### src/rtl/conv2d_valid_window_unit_assert.svh
// ----------------------------------------------------------------------------
// Assertion macros for the conv2d valid window unit
// Shared concurrent assertion forms, clocked on clk and disabled in reset.
// ----------------------------------------------------------------------------
`ifndef CONV2D_VALID_WINDOW_UNIT_ASSERT_SVH
`define CONV2D_VALID_WINDOW_UNIT_ASSERT_SVH

// An expression that must hold at every clock edge out of reset.
`define CVW_ASSERT_ALWAYS(lbl, expr, msg) \
	lbl: assert property (@(posedge clk) disable iff (!arst_n) (expr)) \
		else $error(msg);

// An antecedent that implies a consequent at the next clock edge.
`define CVW_ASSERT_NEXT(lbl, ante, cons, msg) \
	lbl: assert property (@(posedge clk) disable iff (!arst_n) (ante) |=> (cons)) \
		else $error(msg);

`endif

### src/rtl/cvw_pkg.sv
// ----------------------------------------------------------------------------
// cvw_pkg
// Shared constants, codes and the queue entry type of the window unit.
// ----------------------------------------------------------------------------
`default_nettype none

package cvw_pkg;

	localparam int KSIZE_DEF      = 3;
	localparam int MAX_WIDTH_DEF  = 1024;
	localparam int FIFO_DEPTH     = 4;

	localparam int PIX_W          = 8;
	localparam int COEF_W         = 16;
	localparam int CIDX_W         = 4;
	localparam int SUM_OUT_W      = 28;
	localparam int ROW_OUT_W      = 16;
	localparam int COL_OUT_W      = 10;
	localparam int COL_ADDR_W     = 12;
	localparam int LINE_WIDTH_W   = 11;
	localparam int FRAME_HEIGHT_W = 16;

	localparam int S_TDATA_W      = 32;
	localparam int M_TDATA_W      = 56;

	localparam int CFG_IDX_W      = 1;
	localparam int CFG_DATA_W     = 16;

	localparam logic [CFG_IDX_W-1:0] REG_LINE_WIDTH   = 1'b0;
	localparam logic [CFG_IDX_W-1:0] REG_FRAME_HEIGHT = 1'b1;

	localparam logic [LINE_WIDTH_W-1:0]   LINE_WIDTH_RST   = 11'd640;
	localparam logic [FRAME_HEIGHT_W-1:0] FRAME_HEIGHT_RST = 16'd480;

	localparam logic MODE_COEF  = 1'b0;
	localparam logic MODE_PIXEL = 1'b1;

	typedef struct packed {
		logic                        kind;
		logic [CIDX_W-1:0]           coef_index;
		logic signed [COEF_W-1:0]    coef_value;
		logic [PIX_W-1:0]            pixel;
		logic [COL_ADDR_W-1:0]       col;
		logic                        produce;
		logic                        last;
		logic [ROW_OUT_W-1:0]        out_row;
		logic [COL_OUT_W-1:0]        out_col;
	} item_t;

endpackage

`default_nettype wire

### src/rtl/cvw_fifo.sv
// ----------------------------------------------------------------------------
// cvw_fifo
// Short register queue that decouples the classifying front from the back.
// ----------------------------------------------------------------------------
`default_nettype none

module cvw_fifo #(
	parameter int DEPTH = cvw_pkg::FIFO_DEPTH
) (
	input  wire logic          clk,
	input  wire logic          arst_n,
	input  wire logic          push,
	input  wire cvw_pkg::item_t push_data,
	output logic               full,
	input  wire logic          pop,
	output cvw_pkg::item_t     pop_data,
	output logic               empty
);

	localparam int AW = (DEPTH > 1) ? $clog2(DEPTH) : 1;
	localparam int CNTW = $clog2(DEPTH + 1);

	cvw_pkg::item_t  mem_q [DEPTH];
	logic [AW-1:0]   wr_ptr_q;
	logic [AW-1:0]   rd_ptr_q;
	logic [CNTW-1:0] cnt_q;

	assign full     = (cnt_q == CNTW'(DEPTH));
	assign empty    = (cnt_q == '0);
	assign pop_data = mem_q[rd_ptr_q];

	always_ff @(posedge clk or negedge arst_n) begin
		if (!arst_n) begin
			wr_ptr_q <= '0;
			rd_ptr_q <= '0;
			cnt_q    <= '0;
		end else begin
			if (push) begin
				wr_ptr_q <= (wr_ptr_q == AW'(DEPTH - 1)) ? '0 : wr_ptr_q + AW'(1);
			end
			if (pop) begin
				rd_ptr_q <= (rd_ptr_q == AW'(DEPTH - 1)) ? '0 : rd_ptr_q + AW'(1);
			end
			if (push && !pop) begin
				cnt_q <= cnt_q + CNTW'(1);
			end else if (pop && !push) begin
				cnt_q <= cnt_q - CNTW'(1);
			end
		end
	end

	always_ff @(posedge clk) begin
		if (push) begin
			mem_q[wr_ptr_q] <= push_data;
		end
	end

`include "conv2d_valid_window_unit_assert.svh"

	`CVW_ASSERT_ALWAYS(a_no_overflow, !(push && full), "Queue written while full.")
	`CVW_ASSERT_ALWAYS(a_no_underflow, !(pop && empty), "Queue read while empty.")

endmodule

`default_nettype wire

### config.mk
export PLATFORM = sky130hd
export DESIGN_NAME = cvw_fifo
export DESIGN_NICKNAME = d
export VERILOG_FILES = /design/src/rtl/cvw_pkg.sv /design/src/rtl/cvw_fifo.sv
export VERILOG_INCLUDE_DIRS = /design/src /design/src/rtl
export SDC_FILE = /design/constraint.sdc
export NUM_CORES = 1
export LEC_CHECK = 0
export BUFFER_PORTS_ARGS = -buffer_cell sky130_fd_sc_hd__buf_2
export CAP_MARGIN = 10
export CORE_MARGIN = 5
export CORE_UTILIZATION = 30
export CTS_CLUSTER_DIAMETER = 40
export DETAILED_ROUTE_END_ITERATION = 12
export PLACE_DENSITY = 0.48
export SYNTH_ARGS = -nofsm -noshare
export SYNTH_HDL_FRONTEND = slang
export SYNTH_SLANG_ARGS = --single-unit
### constraint.sdc
create_clock -name clk -period 3.7 [get_ports clk]
set_input_delay 0.185 -clock clk [delete_from_list [all_inputs] [get_ports clk]]
set_output_delay 0.185 -clock clk [all_outputs]
set_load 0.05 [all_outputs]
Word level (Yosys, flattened, before mapping). Memories as Yosys holds them, arrays and structs flattened. Cells that the tools add are included. Widths: inputs -> output; s select.

Register bits: 7. Bits in latches: 0. RAM bits: 276. Memory bits (read-only): 0. Output and inout port bits: 71. Memories kept: 1.

Add/sub/neg operators: 4. $mul: 0. Div/mod/pow operators: 0. $lt $le $gt $ge: 0. Equality and inequality tests: 3. Shifts and indexed selects: 0. Multiplexer cells: 6. Bitwise logic cells: 0. Reductions and logical operators: 6.

Memories: mem_q (depth 4, bits a word 69, read ports 1, clocked after Yosys merged registers in 0, write ports 1, RTL line cvw_fifo.sv:23) `cvw_pkg::item_t mem_q [DEPTH];`.

Operator list (number): $mux 3 (2); $add 2x1->2 const B (2); $eq 2x2->1 const B (2); $mux 2 (2); $add 3x1->3 const B (1); $eq 3x3->1 const B (1); $logic_not 3->1 (1); $sub 3x1->3 const B (1); $logic_and 1x1->1 (2); $logic_not 1->1 (2); $mux 1 (2); $reduce_bool 2->1 (1).

Logic depth before layout (Yosys ltp).
Depth after elaboration: 4. Depth in mapped cells: 7. Depth with buffers taken out: 7.

Worst setup path after synthesis. No wires, ideal clock.

Kind: reg-to-reg. Start point: reg wr_ptr_q[0]. End point: mem mem_q[0][0] (netlist name) (enable). Setup time: 0.434 ns. Arrival time: 2.241 ns. Data required time: 3.266 ns. Slack: 1.025 ns. Cell stages (with the launch flop): 4. Buffers on the path: 0. Cells stage by stage: dfrtp_1 > inv_1 > ha_1 > and2_1.

RTL lines: from (decl) (RTL line cvw_fifo.sv:24) `logic [AW-1:0] wr_ptr_q;`; from (signal assigned) (RTL line cvw_fifo.sv:39) `wr_ptr_q <= (wr_ptr_q == AW'(DEPTH - 1)) ? '0 : wr_ptr_q + AW'(1);`; to (decl) (RTL line cvw_fifo.sv:23).

No word-level cell before the write port.

==> PnR_summary.wiki <==
{| class="wikitable"
! Metric !! Value
|-
| Run status || complete, no violations
|-
| Worst reg2reg path startpoint || wr_ptr_q[0]
|-
| Post-synthesis sequential area ratio || 0.810
|-
| Number of inserted filler cells in the final layout || 3118
|-
| Highest-count cells in the layout ignoring fill and taps || 276 x sky130_fd_sc_hd__edfxtp_1, 143 x sky130_fd_sc_hd__buf_2, 72 x sky130_fd_sc_hd__dlygate4sd3_1
|-
| Slew headroom || 0.484
|-
| Accumulated negative setup slack || 0 ns
|-
| Violation count after the first detailed-route iteration || 200
|-
| CP startpoint kind || register
|-
| Signed area change from the synthesized netlist to the final layout || 30.7%
|-
| Final setup violation count || 0
|-
| Yosys warning count || 0
|-
| Worst-Margin Slew || 0.774 ns
|-
| Vias post-DR || 5032
|-
| Clock Tree Buf Depth || 3
|-
| Fraction of post-synthesis cell area in the top cell type by area || 0.793
|-
| Setup repair after global routing missed its margin || no
|-
| Post-CTS setup repair buffer count || 0
|-
| Reg2reg end || mem_q[0][2]
|-
| Number of hold violations in the final report || 0
|-
| Average instance area after synthesis || 26.3 sq um
|-
| Number of search-and-repair iterations in the first detailed-routing pass || 6
|-
| Synthesized netlist cell count || 398
|-
| Most common cell after layout, fill and taps aside || sky130_fd_sc_hd__edfxtp_1
|-
| Starting utilization of the core area || 0.303
|-
| Worst Hold Slack || 0.0459 ns
|-
| Pins over their slew limit || 0
|-
| Synth Cell Area || 10400 sq um
|-
| Post-synthesis cell type with the largest combined area || sky130_fd_sc_hd__edfxtp_1
|-
| Number of global-route vias before repair || 5596
|-
| Worst hold path type || in -> async
|-
| WP data arrival || 2.38 ns
|-
| Crit share post-route || 0.693
|-
| GRT overflow || 0
|-
| Final Core Density || 0.396
|-
| Detail Route Antenna Nets || 0
|-
| Count of maximum capacitance violations || 0
|-
| Crit Path Class || reg -> out
|-
| Detailed-placement wirelength estimate || 12.5 mm
|-
| Height of the die || 197 um
|-
| Input/output buffers || 143
|-
| DIE WIDTH || 197 um
|-
| Largest clock skew in the final design || 0.0215 ns
|-
| Largest net degree at the start of global routing || 44
|-
| Number of cells on the worst reg-to-reg path || 4
|-
| PD cells || 885 nW/um^2
|-
| Core box area || 34500 sq um
|-
| Antenna violations before repair || 1
|-
| Max rail drop VDD || 722 uV
|-
| Share of final-layout standard cells stronger than drive strength 1 || 0.426
|-
| Global-route usage over all layers || 0.109
|-
| Final weighted congestion in routability-driven placement || 0.682
|-
| Highest net fanout along the worst path || 23
|-
| Number of primary I/O pins || 144
|-
| Final critical-path required period || 2.56 ns
|-
| Total detailed-routing wirelength || 21.2 mm
|-
| Capturing element type of the critical path || output pin
|-
| Via count normalized by instance count || 4.44
|-
| Top post-synthesis cells by area || sky130_fd_sc_hd__edfxtp_1 79%, sky130_fd_sc_hd__mux4_2 15%, sky130_fd_sc_hd__dfrtp_1 1.7%
|-
| Total DRC errors in the routed layout || 0
|-
| Worst-skew pair later-pin latency || 0.51 ns
|-
| Internal reg-to-reg setup slack || 1.65 ns
|-
| Buffer type at the clock tree root || sky130_fd_sc_hd__clkbuf_16
|-
| Routed length per instance || 18.7 um
|-
| Clk sink count || 283
|-
| Clock Pin Slew Worst Setup and Hold Paths || 0.05 ns
|-
| Peak Freq || 390 MHz
|-
| H-Tree Depth || 2
|-
| FF+latch count, synth || 283
|-
| Syn nets || 478
|-
| First-pass GRT wire length || 32.7 mm
|-
| Leak || 4.72 nW
|-
| # nets final || 730
|-
| Std-Cell Rows || 68
|-
| Required @ worst endpoint || 3.51 ns
|-
| Clock tree from TritonCTS || done
|-
| Clock buffers created by TritonCTS || 40
|-
| Die area || 38700 sq um
|-
| Number of library cell types mapped by synthesis || 20
|}
==> critical path: stages (launching register included) <==
cell,delay [ns]
sky130_fd_sc_hd__dfrtp_4,0.56
sky130_fd_sc_hd__buf_4,0.47
sky130_fd_sc_hd__mux4_2,0.58
sky130_fd_sc_hd__buf_2,0.23
==> worst max-delay path by stage <==
stage | startpoint | to | depth (start not counted) | slack [ns]
after floorplan | wr_ptr_q[0] | mem_q[0][0] | 3 | 1.02
after global placement | rd_ptr_q[0] | pop_data[45] | 3 | 1.60
after detailed placement | wr_ptr_q[0] | mem_q[0][8] | 4 | 1.54
after CTS | rd_ptr_q[0] | pop_data[28] | 3 | 1.04
after global routing | rd_ptr_q[0] | pop_data[28] | 3 | 0.95
final | rd_ptr_q[0] | pop_data[28] | 3 | 1.14
==> power by group <==
part / internal, mW / switching [mW] / leakage (nW)
Clock: 2.25 / 1.31 / 0.609
Sequential: 4.12 / 0.240 / 2.62
Combinational: 1.29 / 2.88 / 1.50
==> cell type report <==
type | count | area, sq um | share of cell area
Inverter | 4 | 15.0 | 0.00110
Multi-Input combinational cell | 95 | 1790 | 0.131
Tap cell | 455 | 569 | 0.0417
Clock inverter | 20 | 209 | 0.0153
Antenna cell | 1 | 2.50 | 0.000183
Clock buffer | 50 | 1060 | 0.0776
Sequential cell | 283 | 8470 | 0.620
Timing Repair Buffer | 226 | 1540 | 0.113
==> per-stage QoR <==
stage,total power [mW],cell area [sq um],setup slack (ns),cells
after CTS,12.3,13700,1.04,1133
final,12.1,13700,1.14,1134
after global routing,12.6,13700,0.952,1134
after floorplan,7.75,10400,1.02,398
after detailed placement,8.66,11700,1.54,991
after global placement,8.59,11700,1.60,991
==> sequential cells by signal, summed over array words and instances (netlist names) <==
| signal | cells |
|---|---|
| wr_ptr_q | 2 |
| mem_q | 276 |
| rd_ptr_q | 2 |
| cnt_q | 3 |
==> Yosys cell counts <==
| library cell | instances |
|---|---|
| sky130_fd_sc_hd__ha_1 | 6 |
| sky130_fd_sc_hd__buf_12 | 7 |
| sky130_fd_sc_hd__mux4_2 | 68 |
| sky130_fd_sc_hd__clkbuf_1 | 1 |
| sky130_fd_sc_hd__nor3b_1 | 1 |
| sky130_fd_sc_hd__mux2_2 | 3 |
| sky130_fd_sc_hd__xor2_1 | 2 |
| sky130_fd_sc_hd__buf_6 | 1 |
| sky130_fd_sc_hd__inv_1 | 4 |
| sky130_fd_sc_hd__o21ai_0 | 2 |
| sky130_fd_sc_hd__nand2_1 | 2 |
| sky130_fd_sc_hd__nor2_1 | 3 |
| sky130_fd_sc_hd__fa_1 | 1 |
| sky130_fd_sc_hd__mux4_1 | 1 |
| sky130_fd_sc_hd__edfxtp_1 | 276 |
| sky130_fd_sc_hd__nor3_1 | 1 |
| sky130_fd_sc_hd__dfrtp_1 | 7 |
| sky130_fd_sc_hd__and2_1 | 4 |
| sky130_fd_sc_hd__buf_2 | 7 |
| sky130_fd_sc_hd__xnor2_1 | 1 |
==> layer usage <==
metal,GRT usage,routed length [um]
met1,0.137,8680
met3,0.0294,1230
met2,0.188,10800
met4,0.0321,462
met5,0,0
==> logic make-up (layout without fill, tap and decap cells) <==
group                      count (synthesis)  after routing  share of synthesized area
AOI/OAI and AO/OA                          2              2                   0.000958
xor gates and xnor gates                   3              3                    0.00252
adders and majority gates                  7              7                    0.00910
buffers and inverters                     20            300                     0.0196
DFF                                      283            283                      0.810
muxes                                     72             72                      0.152
other                                      0              1                          0
and+or+nand+nor                           11             11                    0.00539
==> what timing repair did <==
action,4_1_cts,5_1_grt
gates resized for setup,0,0
hold buffers,72,0
endpoints found under the hold margin,286,0
Power figures use the tool's default switching activity.
