===== config.mk =====
export PLATFORM = sky130hd
export DESIGN_NAME = cvw_front
export DESIGN_NICKNAME = d
export VERILOG_FILES = /design/src/rtl/cvw_pkg.sv /design/src/rtl/cvw_front.sv
export VERILOG_INCLUDE_DIRS = /design/src /design/src/rtl
export SDC_FILE = /design/constraint.sdc
export NUM_CORES = 1
export LEC_CHECK = 0
export BUFFER_PORTS_ARGS = -buffer_cell sky130_fd_sc_hd__buf_2
export CORE_UTILIZATION = 52
export CTS_BUF_LIST = sky130_fd_sc_hd__clkbuf_16
export CTS_CLUSTER_DIAMETER = 150
export DETAILED_ROUTE_END_ITERATION = 8
export PLACE_DENSITY = 0.89
export SYNTH_ARGS = -nofsm -noshare
export SYNTH_HDL_FRONTEND = slang
export SYNTH_SLANG_ARGS = --single-unit

===== constraint.sdc =====
create_clock -name clk -period 4 [get_ports clk]
set_input_delay 0.4 -clock clk [delete_from_list [all_inputs] [get_ports clk]]
set_output_delay 0.4 -clock clk [all_outputs]
set_load 0.02 [all_outputs]

===== src/rtl/conv2d_valid_window_unit_assert.svh =====
// ----------------------------------------------------------------------------
// Assertion macros for the conv2d valid window unit
// Shared concurrent assertion forms, clocked on clk and disabled in reset.
// ----------------------------------------------------------------------------
`ifndef CONV2D_VALID_WINDOW_UNIT_ASSERT_SVH
`define CONV2D_VALID_WINDOW_UNIT_ASSERT_SVH

// An expression that must hold at every clock edge out of reset.
`define CVW_ASSERT_ALWAYS(lbl, expr, msg) \
	lbl: assert property (@(posedge clk) disable iff (!arst_n) (expr)) \
		else $error(msg);

// An antecedent that implies a consequent at the next clock edge.
`define CVW_ASSERT_NEXT(lbl, ante, cons, msg) \
	lbl: assert property (@(posedge clk) disable iff (!arst_n) (ante) |=> (cons)) \
		else $error(msg);

`endif


===== src/rtl/cvw_pkg.sv =====
// ----------------------------------------------------------------------------
// cvw_pkg
// Shared constants, codes and the queue entry type of the window unit.
// ----------------------------------------------------------------------------
`default_nettype none

package cvw_pkg;

	localparam int KSIZE_DEF      = 3;
	localparam int MAX_WIDTH_DEF  = 1024;
	localparam int FIFO_DEPTH     = 4;

	localparam int PIX_W          = 8;
	localparam int COEF_W         = 16;
	localparam int CIDX_W         = 4;
	localparam int SUM_OUT_W      = 28;
	localparam int ROW_OUT_W      = 16;
	localparam int COL_OUT_W      = 10;
	localparam int COL_ADDR_W     = 12;
	localparam int LINE_WIDTH_W   = 11;
	localparam int FRAME_HEIGHT_W = 16;

	localparam int S_TDATA_W      = 32;
	localparam int M_TDATA_W      = 56;

	localparam int CFG_IDX_W      = 1;
	localparam int CFG_DATA_W     = 16;

	localparam logic [CFG_IDX_W-1:0] REG_LINE_WIDTH   = 1'b0;
	localparam logic [CFG_IDX_W-1:0] REG_FRAME_HEIGHT = 1'b1;

	localparam logic [LINE_WIDTH_W-1:0]   LINE_WIDTH_RST   = 11'd640;
	localparam logic [FRAME_HEIGHT_W-1:0] FRAME_HEIGHT_RST = 16'd480;

	localparam logic MODE_COEF  = 1'b0;
	localparam logic MODE_PIXEL = 1'b1;

	typedef struct packed {
		logic                        kind;
		logic [CIDX_W-1:0]           coef_index;
		logic signed [COEF_W-1:0]    coef_value;
		logic [PIX_W-1:0]            pixel;
		logic [COL_ADDR_W-1:0]       col;
		logic                        produce;
		logic                        last;
		logic [ROW_OUT_W-1:0]        out_row;
		logic [COL_OUT_W-1:0]        out_col;
	} item_t;

endpackage

`default_nettype wire


===== src/rtl/cvw_front.sv =====
// ----------------------------------------------------------------------------
// cvw_front
// Accepts stream items, holds the configuration and the raster counters,
// and tags each item with its column, result flag and output position.
// ----------------------------------------------------------------------------
`default_nettype none

module cvw_front #(
	parameter int KSIZE     = cvw_pkg::KSIZE_DEF,
	parameter int MAX_WIDTH = cvw_pkg::MAX_WIDTH_DEF
) (
	input  wire logic                            clk,
	input  wire logic                            arst_n,
	input  wire logic                            s_tvalid,
	output logic                                 s_tready,
	input  wire logic [cvw_pkg::S_TDATA_W-1:0]   s_tdata,
	input  wire logic                            s_tuser,
	input  wire logic                            cfg_valid,
	output logic                                 cfg_ready,
	input  wire logic [cvw_pkg::CFG_IDX_W-1:0]   cfg_index,
	input  wire logic [cvw_pkg::CFG_DATA_W-1:0]  cfg_data,
	output logic                                 push,
	output cvw_pkg::item_t                       push_data,
	input  wire logic                            full
);

	localparam int CW = $clog2(MAX_WIDTH);
	localparam int CMPW = (CW + 1 > cvw_pkg::LINE_WIDTH_W + 1) ? CW + 1
		: cvw_pkg::LINE_WIDTH_W + 1;
	localparam int RW = cvw_pkg::FRAME_HEIGHT_W;

	logic [cvw_pkg::LINE_WIDTH_W-1:0]   line_width_q;
	logic [cvw_pkg::FRAME_HEIGHT_W-1:0] frame_height_q;
	logic [CW-1:0]                      col_q;
	logic [RW-1:0]                      row_q;

	logic [CMPW-1:0] col_inc;
	logic [RW:0]     row_inc;
	logic            col_end;
	logic            row_end;
	logic            accept;

	assign s_tready  = !full;
	assign cfg_ready = 1'b1;
	assign accept    = s_tvalid && s_tready;
	assign push      = accept;

	assign col_inc = CMPW'(col_q) + CMPW'(1);
	assign row_inc = {1'b0, row_q} + (RW + 1)'(1);
	assign col_end = (col_inc >= CMPW'(line_width_q)) || (col_inc >= CMPW'(MAX_WIDTH));
	assign row_end = (row_inc >= {1'b0, frame_height_q});

	always_comb begin
		push_data            = '0;
		push_data.kind       = s_tuser;
		push_data.coef_index = s_tdata[3:0];
		push_data.coef_value = s_tdata[19:4];
		push_data.pixel      = s_tdata[27:20];
		push_data.col        = cvw_pkg::COL_ADDR_W'(col_q);
		push_data.produce    = (int'(col_q) >= KSIZE - 1) && (int'(row_q) >= KSIZE - 1);
		push_data.last       = col_end && row_end;
		push_data.out_row    = row_q - RW'(KSIZE - 1);
		push_data.out_col    = cvw_pkg::COL_OUT_W'(col_q - CW'(KSIZE - 1));
	end

	always_ff @(posedge clk or negedge arst_n) begin
		if (!arst_n) begin
			line_width_q   <= cvw_pkg::LINE_WIDTH_RST;
			frame_height_q <= cvw_pkg::FRAME_HEIGHT_RST;
		end else if (cfg_valid && cfg_ready) begin
			unique case (cfg_index)
				cvw_pkg::REG_LINE_WIDTH: begin
					line_width_q <= cfg_data[cvw_pkg::LINE_WIDTH_W-1:0];
				end
				cvw_pkg::REG_FRAME_HEIGHT: begin
					frame_height_q <= cfg_data[cvw_pkg::FRAME_HEIGHT_W-1:0];
				end
				default: begin
				end
			endcase
		end
	end

	always_ff @(posedge clk or negedge arst_n) begin
		if (!arst_n) begin
			col_q <= '0;
			row_q <= '0;
		end else if (accept && s_tuser == cvw_pkg::MODE_PIXEL) begin
			if (col_end) begin
				col_q <= '0;
				row_q <= row_end ? '0 : row_inc[RW-1:0];
			end else begin
				col_q <= col_q + CW'(1);
			end
		end
	end

`include "conv2d_valid_window_unit_assert.svh"

	`CVW_ASSERT_ALWAYS(a_col_range, int'(col_q) < MAX_WIDTH, "Column counter out of range.")

endmodule

`default_nettype wire


==> Word-level counts from Yosys, hierarchy flattened <==
Cells that the tools add are included.
{ "op_classes": {"addsub": 5, "magnitude_cmp": 5, "mux": 2, "bitwise": 1, "n_reduce_logical": 9} }
{ "ops": {"columns": ["operator", "n"], "rows": [
  ["$add A16 B1 Y17 const B", 1],
  ["$ge A17 B16 Y1", 1],
  ["$ge A16 B2 Y1 const B", 1],
  ["$mux W16", 1],
  ["$sub A16 B2 Y16 const B", 1],
  ["$add A10 B1 Y11 const B", 1],
  ["$ge A11 B11 Y1", 1],
  ["$ge A11 B11 Y1 const B", 1],
  ["$add A10 B1 Y10 const B", 1],
  ["$ge A10 B2 Y1 const B", 1],
  ["$mux W10", 1],
  ["$sub A10 B2 Y10 const B", 1],
  ["$reduce_and A2 Y1", 3],
  ["$logic_and A1 B1 Y1", 4],
  ["$logic_not A1 Y1", 1],
  ["$logic_or A1 B1 Y1", 1],
  ["$not A1 Y1", 1]
]} }
{ "totals": {"regBits": 53, "inputBits": 55, "word_cells": 26} }

==> Depth between registers and ports, before layout <==
{ "depth": {"ltp_word": 4, "mapped_depth": 15, "mapped_depth_nobuf": 14} }

==> Worst setup path before layout <==
Ideal clock, no wire load.
{ "synth_path": {"kind": "register -> output", "startpoint": "register row_q[0]", "endpoint": "output push_data[26] (netlist name)", "arrival_ns": 2.807, "path_slack_ns": 0.793, "path_stages_with_launch": 12, "n_path_buf": 1, "cell_sequence": "dfrtp_1 -> ha_1 -> nand3_1 -> nor3_2 -> nand2_1 -> xnor2_1 -> ha_1 -> nand4_1 -> or2_2 -> o211ai_2 -> buf_2 -> and2_1"} }
{ "synth_lines": {"columns": ["item", "line_no", "text"], "rows": [
  ["from (decl)", "cvw_front.sv:35", "logic [RW-1:0] row_q;"],
  ["from (signal assigned)", "cvw_front.sv:91", "row_q <= row_end ? '0 : row_inc[RW-1:0];"],
  ["to (decl)", "cvw_front.sv:23", "output cvw_pkg::item_t push_data,"]
]} }

==> impl_metrics.env <==
export IMPL_status="complete, no violations"
export IMPL_path_clk_slew_ps=70
export IMPL_critPathCaptureType="output port"
export IMPL_grt_use_met2=0.3836
export IMPL_dp_slack_ps=482.3
export IMPL_cts_sinks=53
export IMPL_track_usage=0.2222
export IMPL_setup_slack_ps=303.6
export IMPL_synth_top_area_frac=0.2902
export IMPL_synthesis_area_um2=4053
export IMPL_cellPowerDensity_nw_per_um2=550.8
export IMPL_skew_ps=5.631
export IMPL_rsz0062_at_grt="no"
export IMPL_num_vias=3215
export IMPL_period_share=0.9241
export IMPL_vias_per_cell=5.534
export IMPL_final_setup_tns_ps=0
export IMPL_cts_tree="done"
export IMPL_ctsHoldBuffers=0
export IMPL_cts_buffers=5
export IMPL_async_reset_ff_frac=1.000
export IMPL_max_freq_mhz=270.5
export IMPL_grt_pass1_wl_um=14610
export IMPL_drc=0
export IMPL_hold_viol_final=0
export IMPL_worstPathArrival_ps=3300
export IMPL_synth_distinct_cells=53
export IMPL_num_nets_final=571
export IMPL_global_route_usage_met1=0.2653
export IMPL_die_area_um2=8150
export IMPL_tightest_slew_ps=676.6
export IMPL_ys_ff_latch=53
export IMPL_yosysWarnings=0
export IMPL_crit_fanout=9
export IMPL_dieHeight_um=90.28
export IMPL_grt_max_degree=54
export IMPL_gp_congestion=0.8946
export IMPL_dr_pass1_iters=5
export IMPL_wl_per_cell_um=14.86
export IMPL_drt_iter0_drc=199
export IMPL_synth_commonest_cells="nand2_1, dfrtp_1, inv_1"
export IMPL_chipWidth_um=90.28
export IMPL_finalWirelength_um=8634
export IMPL_worst_setup_path_start_kind="flip-flop"
export IMPL_cts_buffer_depth=2
export IMPL_yosysTopAreaCell="dfrtp_1"
export IMPL_drive_gt1_frac=0.2365
export IMPL_groute_layer_met3_usage=0.04293
export IMPL_core_rowCount=31
export IMPL_leakage_uw=0.002184
export IMPL_required_ps=3600
export IMPL_grt_busiest_layer="met2"
export IMPL_clk_latency_ps=300
export IMPL_syn2layout_area_growth_pct=7.348
export IMPL_worstReg2RegEnd="row_q[4]"
export IMPL_period_needed_ps=3696
export IMPL_synth_main_ff_cell="dfrtp_1"
export IMPL_seq_area_frac_synth=0.3291
export IMPL_drv_slew=0
export IMPL_grt_ovfl_total=0
export IMPL_ys_top_cells_by_area="dfrtp_1, ha_1, buf_4, xor2_1, nand2_1"
export IMPL_core_area_um2=7408
export IMPL_reg2regPathDepth=13
export IMPL_ant_nets=0
export IMPL_diodes=0
export IMPL_grt_pass1_vias=3070
export IMPL_clock_root_buffer="clkbuf_16"
export IMPL_yosysMostFrequentCell="nand2_1"
export IMPL_hold_class="in2async"
export IMPL_slew_limit_headroom=0.5478
export IMPL_setup_worst_path_class="reg2out"
export IMPL_synth_edff_count=0
export IMPL_r2r_start="col_q[0]"
export IMPL_portBuffers=63
export IMPL_dp_hpwl_um=6398
export IMPL_h_tree_depth=2
export IMPL_ir_drop_v=0.0004730
export IMPL_maxCapViolations=0
export IMPL_postSynthAreaPerCell_um2=8.810
export IMPL_start_util=0.5470
export IMPL_antenna_found_initial=0
export IMPL_finalSetupViolations=0
export IMPL_rrSetupSlack_ps=530
export IMPL_io_pins=127
export IMPL_synthCells=460
registers in the layout, summed over array words and instances (netlist names):
register / flops
frame_height_q: 16
row_q: 16
line_width_q: 11
col_q: 10
worst max path at each step:
stage / endpoint / from / slack (ps)
after floorplan: push_data[26] / row_q[0] / 790
after global placement: push_data[26] / row_q[0] / 540
after detailed placement: push_data[26] / row_q[0] / 480
after CTS: push_data[26] / row_q[0] / 110
after global routing: push_data[26] / row_q[0] / 50
final: push_data[26] / row_q[0] / 300
metal layers:
layer  up-vias  share of wire
met5         -              0
met4         0          0.034
met3        33          0.066
met2       129           0.49
met1      1520           0.41
li1       1533              -
final cells by class:
class / count / area [um^2]
clock buffers: 5 / 125.1
clock inverters: 3 / 41.29
fillers: 625 / 3058
inverters: 39 / 146.4
multi-input cells: 312 / 2212
flip-flops and latches: 53 / 1334
well taps: 99 / 123.9
repair buffers: 70 / 367.9
cell families after synthesis:
group	synth area share
multiplexers	0.04724
AO/OA/AOI/OAI	0.09756
AND/OR/NAND/NOR	0.1899
buffers and inverters	0.1291
XOR/XNOR	0.09725
adder cells (fa/ha/maj)	0.1081
other	0.001853
flip-flops	0.3291
critical path, cell delays in order (launching register included):
cell and delay, ps:
dfrtp_1 480, ha_1 280, nand3_2 180, nor3_4 260, and3_1 210, xor2_1 240, ha_1 310, nand4_1 120
nor4_1 60, a211oi_1 270, o211ai_2 240, and2_1 200, buf_2 150
timing repair:
| action | CTS | global route |
|---|---|---|
| resized for setup | 0 | 3 |
| buffers inserted | 0 | 2 |
| setup endpoints to repair | 0 | 1 |
stage by stage:
stage	instances	hold WS, ps	utilization	total power (uW)	instance area, um^2
after floorplan	461	104.4	-	1636	4056
after global placement	571	489.0	0.5611	1834	4156
after detailed placement	571	493.8	0.5611	1893	4156
after CTS	579	248.4	0.5835	2392	4323
after global routing	581	293.9	0.5872	2566	4350
final	581	217.2	0.5872	2396	4350
cells in the final DEF (no fill, tap or decap), types with 4 or more instances in the layout:
cell type | netlist | final
a211oi_1 | 4 | 4
a21oi_1 | 13 | 13
buf_2 | 8 | 63
buf_4 | 38 | 7
clkbuf_16 | 0 | 5
dfrtp_1 | 47 | 47
dfstp_2 | 6 | 6
ha_1 | 35 | 35
inv_1 | 39 | 39
mux2_2 | 17 | 17
nand2_1 | 55 | 55
nand2b_1 | 12 | 12
nand3_1 | 9 | 8
nand4_1 | 9 | 9
nor2_1 | 21 | 21
nor3_1 | 12 | 12
o21ai_0 | 31 | 31
xnor2_1 | 19 | 19
xor2_1 | 26 | 26
power breakdown:
part / switching [uW] / internal, uW
logic: 648 / 436
clock network: 194 / 293
registers: 183 / 642
(Power assumes the default switching activity.)
